**src/design/ede_pkg.sv**
```systemverilog
// Shared constants, codes and controller types of the edit distance engine.
package ede_pkg;

    localparam int CMD_W           = 2;
    localparam int SYMBOL_W        = 16;
    localparam int DIST_W          = 9;
    localparam int MAX_LEN_DEF     = 256;
    localparam int SYMBOL_BITS_DEF = 16;

    localparam logic [CMD_W-1:0] CMD_FIRST  = 2'd0;
    localparam logic [CMD_W-1:0] CMD_SECOND = 2'd1;
    localparam logic [CMD_W-1:0] CMD_FINISH = 2'd2;

    typedef enum logic [1:0] {
        S_IDLE,
        S_FETCH,
        S_CELL,
        S_DONE
    } t_state;

    typedef struct packed {
        logic in_ready;
        logic fetch;
        logic update;
        logic emit;
    } t_ctrl_cmd;

    typedef struct packed {
        logic finish;
        logic empty;
        logic row_end;
        logic last_row;
        logic out_free;
    } t_ctrl_status;

endpackage

```
**src/design/ede_ctrl.sv**
```systemverilog
// Sequencing state machine for loading, the row sweep and result hand-off.
module ede_ctrl import ede_pkg::*; (
    input  logic         i_clk,
    input  logic         i_rst_n,
    input  t_ctrl_status i_status,
    output t_ctrl_cmd    o_cmd
);

    t_state r_state;
    t_state n_state;

    always_ff @(posedge i_clk) begin
        if (!i_rst_n) begin
            r_state <= S_IDLE;
        end else begin
            r_state <= n_state;
        end
    end

    always_comb begin
        n_state = r_state;
        case (r_state)
            S_IDLE: begin
                if (i_status.finish) begin
                    n_state = i_status.empty ? S_DONE : S_FETCH;
                end
            end
            S_FETCH: begin
                n_state = S_CELL;
            end
            S_CELL: begin
                if (i_status.row_end) begin
                    n_state = i_status.last_row ? S_DONE : S_FETCH;
                end
            end
            S_DONE: begin
                if (i_status.out_free) begin
                    n_state = S_IDLE;
                end
            end
            default: begin
                n_state = S_IDLE;
            end
        endcase
    end

    always_comb begin
        o_cmd = '0;
        case (r_state)
            S_IDLE:  o_cmd.in_ready = 1'b1;
            S_FETCH: o_cmd.fetch    = 1'b1;
            S_CELL:  o_cmd.update   = 1'b1;
            S_DONE:  o_cmd.emit     = i_status.out_free;
            default: o_cmd = '0;
        endcase
    end

endmodule

```
**config.mk**
```make
export PLATFORM = sky130hd
export DESIGN_NAME = ede_ctrl
export DESIGN_NICKNAME = d
export VERILOG_FILES = /design/src/design/ede_pkg.sv /design/src/design/ede_ctrl.sv
export SDC_FILE = /design/constraint.sdc
export NUM_CORES = 1
export LEC_CHECK = 0
export BUFFER_PORTS_ARGS = -buffer_cell sky130_fd_sc_hd__buf_2
export CAP_MARGIN = 0
export CORE_AREA = 2 2 39 41
export DETAILED_ROUTE_END_ITERATION = 7
export DIE_AREA = 0 0 41 43
export GPL_TIMING_DRIVEN = 1
export PLACE_DENSITY_LB_ADDON = 0.08
export SETUP_SLACK_MARGIN = 0.15
export SYNTH_ARGS = -nofsm -noshare
export SYNTH_HDL_FRONTEND = slang
export SYNTH_SLANG_ARGS = --single-unit
```
**constraint.sdc**
```tcl
create_clock -name i_clk -period 1.03 [get_ports i_clk]
set_clock_uncertainty 0.05 [all_clocks]
set_input_delay 0.1545 -clock i_clk [delete_from_list [all_inputs] [get_ports i_clk]]
set_output_delay 0.1545 -clock i_clk [all_outputs]
set_load 0.005 [all_outputs]
```
==> results of run 1 <==
## timing repair
item	4_1_cts	5_1_grt
setup endpoints to repair	6	6
pin swaps	4	1
gates resized for setup	6	1
cloned	0	0
hold buffers	0	0
hold endpoints to repair	0	0
buffers inserted	2	0
## power breakdown
part           switching [W]  internal, W  total (W)  leakage, nW
sequential         0.0000146    0.0000894   0.000104       0.0178
clock              0.0000433     0.000128   0.000172       0.0138
combinational      0.0000323    0.0000498  0.0000821       0.0927
## worst max-delay path: stages, from the launching register on
cell	delay, ns
dfxtp_4	0.36
and2b_1	0.18
buf_2	0.12
## routing by layer
layer	track usage [%]	routed length [um]	vias to the layer above
met5	0	0	-
met4	8.00	0	0
met3	3.14	34	0
met2	11.3	287	4
met1	5.75	122	78
li1	-	-	83
## worst paths after layout
| check | from | end | slack [ns] | depth (start not counted) |
|---|---|---|---|---|
| worst max register to register | r_state[1] | r_state[1] | 0.05 | 3 |
| worst min-delay path | i_rst_n | r_state[0] | 0.14 | 3 |
| worst min register to register | r_state[1] | r_state[0] | 0.43 | 1 |
| worst max-delay path | r_state[0] | o_cmd[1] | -0.05 | 2 |
## through the flow
stage          instances  hold slack (ns)  utilization [%]  total power [W]
2_1_floorplan         15            0.243                -         0.000135
3_3_place_gp          41            0.377             14.1         0.000173
3_5_place_dp          41            0.370             14.1         0.000170
4_1_cts               46            0.122             18.2         0.000363
5_1_grt               46            0.159             18.4         0.000386
6_report              46            0.145             18.4         0.000358
## logic make-up after synthesis
group                  synth area share, %
flip-flops                            32.0
buffers and inverters                 3.00
AND/OR/NAND/NOR                       39.0
AO/OA/AOI/OAI                         18.0
multiplexers                          8.00
## Yosys cell counts
master / count / area [um^2]
nor2_1: 1 / 3.75
mux2i_1: 1 / 10.0
and3_1: 1 / 6.26
dfxtp_1: 2 / 40.0
o21ai_0: 1 / 5.00
nand4bb_1: 1 / 11.3
a211oi_2: 1 / 12.5
inv_1: 1 / 3.75
nand2_1: 2 / 7.51
nor2b_1: 2 / 12.5
a21oi_1: 1 / 5.00
and2b_1: 1 / 7.51
## area by class of cell
class	count	share of cell area (%)
multi-input cells	12	35.0
repair buffers	12	28.1
flip-flops and latches	2	18.7
clock buffers	3	8.87
well taps	16	7.88
inverters	1	1.48
==> flow_summary.ini, run 1 <==
[placement]
gp_congestion = 0.564
port-buffer-count = 10
dp_hpwl_um = 286
place_area_um2 = 195
dp_slack_ns = 0.0503

[die]
initial_core_util_pct = 9.04
core-area_um2 = 1380
die_x_um = 41
std_cell_rows = 14
io_pins = 11
dieHeight_um = 43
die_area_um2 = 1760

[global_route]
grt_pass1_wl_um = 765
overflow = 0
grt_usage_pct = 7.21
grt_pass1_vias = 196
antenna_found_initial = 0
grt_max_degree = 8

[sta]
final-hold-violation-count = 0
max-slew-margin-rel_pct = 90.3
fin_crit_sh_pct = 105
tns_ns = -0.104
worst_pin_slew_ns = 0.142
finalSetupViolations = 3
period_needed_ns = 1.08
rsz0062_at_grt = true
fmax_ghz = 0.927
slew_violations = 0
setup_slack_ns = -0.0492

[cts]
cts_made_buffers = 3
cts_tree = built
insertion_delay_ns = 0.22
clk_pin_slew_ns = 0.03
htree_levels = 1
clock-sinks = 2
clockBufferDepth = 2
root_buffer = clkbuf_4

[critical_path]
critical_path.max_fanout = 6
critPathKind = flop to output port
cp.arrival_ns = 0.87
crit_required_ns = 0.83
endpoint_kind = output port
startpoint_type = flop

[logic_synthesis]
netlist_area_um2 = 125
syn_avg_cell_area_um2 = 8.34
synthesis.nets = 22
ys_seq_elements = 2
syn_inst = 15
ys_types = 12
ys.warnings.count = 0
synth-seq-area-share_pct = 32.0

[routing]
wl_per_cell_um = 9.65
antenna_left = 0
avgViaCountPerCell = 3.59
post-route-drc-count = 0
drt-total-wl_um = 444
drt_iter0_markers = 2
first_pass_iters = 2
via_count = 165

[final_layout]
final_nets = 39
top_register = r_state
top_regs = r_state: 2 flops
drive_above_1_share_pct = 66.7
layout_common_cells = buf_2 (9), clkbuf_4 (3)
diodes = 0
seqCellArea_um2 = 47.5
layout_commonest_cell = buf_2
largest_reg_flops = 2
fin_area_um2 = 254
area_growth_pct = 103
fillCellCount = 164
multiInputGateArea_um2 = 88.8

[run_status]
violations = negative setup slack
status = finished with violations

[power]
powerDensity_nw_per_um2 = 1410
p_leak_nw = 0.124
ir_drop_v = 0.000295

[run]
drv_cap = 0

[hold_path]
hold_path.class = input port to flop
Note: power is estimated with default switching activity, not from simulation.
==> run 2: changes to the inputs <==
--- a/config.mk
+++ b/config.mk
@@ -5,13 +5,14 @@
 export SDC_FILE = /design/constraint.sdc
 export NUM_CORES = 1
 export LEC_CHECK = 0
+export ABC_AREA = 1
 export BUFFER_PORTS_ARGS = -buffer_cell sky130_fd_sc_hd__buf_2
 export CAP_MARGIN = 0
 export CORE_AREA = 2 2 39 41
 export DETAILED_ROUTE_END_ITERATION = 7
 export DIE_AREA = 0 0 41 43
 export GPL_TIMING_DRIVEN = 1
-export PLACE_DENSITY_LB_ADDON = 0.08
+export PLACE_DENSITY = 0.32
 export SETUP_SLACK_MARGIN = 0.15
 export SYNTH_ARGS = -nofsm -noshare
 export SYNTH_HDL_FRONTEND = slang
==> flow_summary.ini, run 2 <==
[logic_synthesis]
netlist_area_um2 = 156
ys.warnings.count = 0
synth_area_leaders = dfxtp_1 (26%), nand2_1 (14%), nand3_2 (13%)
synth_top_area_share_pct = 25.6
synth_edf_count = 0
async_flop_share_pct = 0
ys_seq_elements = 2
synthesis.nets = 32
synth_commonest_cells = nand2_1 (6), inv_1 (4), nor2_2 (3)
synth_largest_area_cell = dfxtp_1
syn_inst = 25
synth_ff_type = dfxtp_1
ys_types = 11
syn_avg_cell_area_um2 = 6.26
synth-seq-area-share_pct = 25.6
yosysMostFrequentCell = nand2_1

[run]
drv_cap = 0

[sta]
finalSetupViolations = 3
hold_slack_ns = 0.115
period_needed_ns = 1.07
rsz0062_at_grt = true
worst_pin_slew_ns = 0.138
setup_slack_ns = -0.0419
final-hold-violation-count = 0
fmax_ghz = 0.933
slew_violations = 0
max-slew-margin-rel_pct = 90.8
fin_crit_sh_pct = 104

[die]
dieHeight_um = 43
die_area_um2 = 1760
initial_core_util_pct = 11.3
io_pins = 11
die_x_um = 41
core-area_um2 = 1380
std_cell_rows = 14

[routing]
drt-total-wl_um = 481
via_count = 205
wl_per_cell_um = 8.59
antenna_left = 0
first_pass_iters = 4
drt_iter0_markers = 4
avgViaCountPerCell = 3.66
post-route-drc-count = 0

[global_route]
grt_pass1_vias = 192
grt_usage_pct = 6.61
overflow = 0
antenna_found_initial = 0
grt_pass1_wl_um = 752
grt_max_degree = 7

[placement]
gp_congestion = 0.594
dp.cells = 51
dp_hpwl_um = 348
port-buffer-count = 10
place_area_um2 = 229

[final_layout]
drive_above_1_share_pct = 70.0
largest_reg_flops = 2
final_nets = 49
diodes = 0
top_register = r_state
top_regs = r_state: 2 flops
layout_commonest_cell = buf_2
area_growth_pct = 88.8
fillCellCount = 165
final_cells = 56
layout_common_cells = buf_2 (10), nand2_1 (6), nand3_2 (4)
fin_area_um2 = 295

[run_status]
status = finished with violations
violations = negative setup slack

[critical_path]
crit_required_ns = 0.83
endpoint_kind = output port
critPathKind = flop to output port
critical_path.max_fanout = 3
startpoint_type = flop
cp.arrival_ns = 0.87

[cts]
clockBufferDepth = 2
clock-sinks = 2
root_buffer = clkbuf_4
clk_pin_slew_ns = 0.03
ctsHoldBuffers = 0
insertion_delay_ns = 0.22
cts_tree = built
cts_made_buffers = 3
htree_levels = 1

[power]
ir_drop_v = 0.000509
p_leak_nw = 0.163
powerDensity_nw_per_um2 = 1640

[hold_path]
hold_path.class = input port to flop
[run 2: cells by family after synthesis]
| group | count (synthesis) | share of synthesized area (%) |
|---|---|---|
| DFF | 2 | 25.6 |
| and+or+nand+nor | 18 | 62.4 |
| buffers and inverters | 5 | 12.0 |
[run 2: metal layers]
metal / global-route usage, % / vias to the layer above / share of wire [%]
met4: 6.00 / 0 / 0
met3: 3.14 / 0 / 9.1
met5: 0 / - / 0
li1: - / 109 / -
met1: 8.60 / 86 / 48
met2: 7.50 / 10 / 42
[run 2: layout make-up]
cell class / count / area [um^2] / share of cell area (%)
clock buffer: 3 / 22.5 / 7.63
sequential: 2 / 47.5 / 16.1
inverter: 5 / 23.8 / 8.05
multi-input combinational: 18 / 113 / 38.1
timing repair buffer: 12 / 68.8 / 23.3
tap: 16 / 20.0 / 6.78
[run 2: power by group]
part	switching (W)	internal [W]	total, W
registers	0.0000263	0.0000979	0.000124
clock network	0.0000423	0.000128	0.000171
logic	0.0000988	0.0000910	0.000190
[run 2: final timing paths]
check | from | to | slack, ns | cells after the start
worst max-delay path | r_state[1] | o_cmd[0] | -0.04 | 3
worst min-delay path | i_rst_n | r_state[0] | 0.12 | 3
worst max register to register | r_state[0] | r_state[1] | 0.02 | 6
worst min register to register | r_state[0] | r_state[0] | 0.52 | 3
[run 2: critical path, cell delays in order (launching register included)]
cell	delay [ns]
dfxtp_4	0.36
inv_4	0.04
nor3_2	0.12
buf_2	0.13
[run 2: what timing repair did]
action | CTS | global route
endpoints found under the setup margin | 5 | 6
pin swaps | 4 | 5
endpoints found under the hold margin | 0 | 0
gates resized for setup | 4 | 5
setup buffers | 2 | 0
[run 2: metrics by stage]
stage | worst slack [ns] | setup TNS (ns) | utilization [%] | power [W]
after detailed placement | 0.0960 | 0 | 16.5 | 0.000269
after floorplan | 0.177 | 0 | - | 0.000214
after global placement | 0.0817 | 0 | 16.5 | 0.000270
after CTS | -0.0696 | -0.191 | 20.0 | 0.000481
after global routing | -0.119 | -0.337 | 21.3 | 0.000530
final | -0.0419 | -0.106 | 21.3 | 0.000485
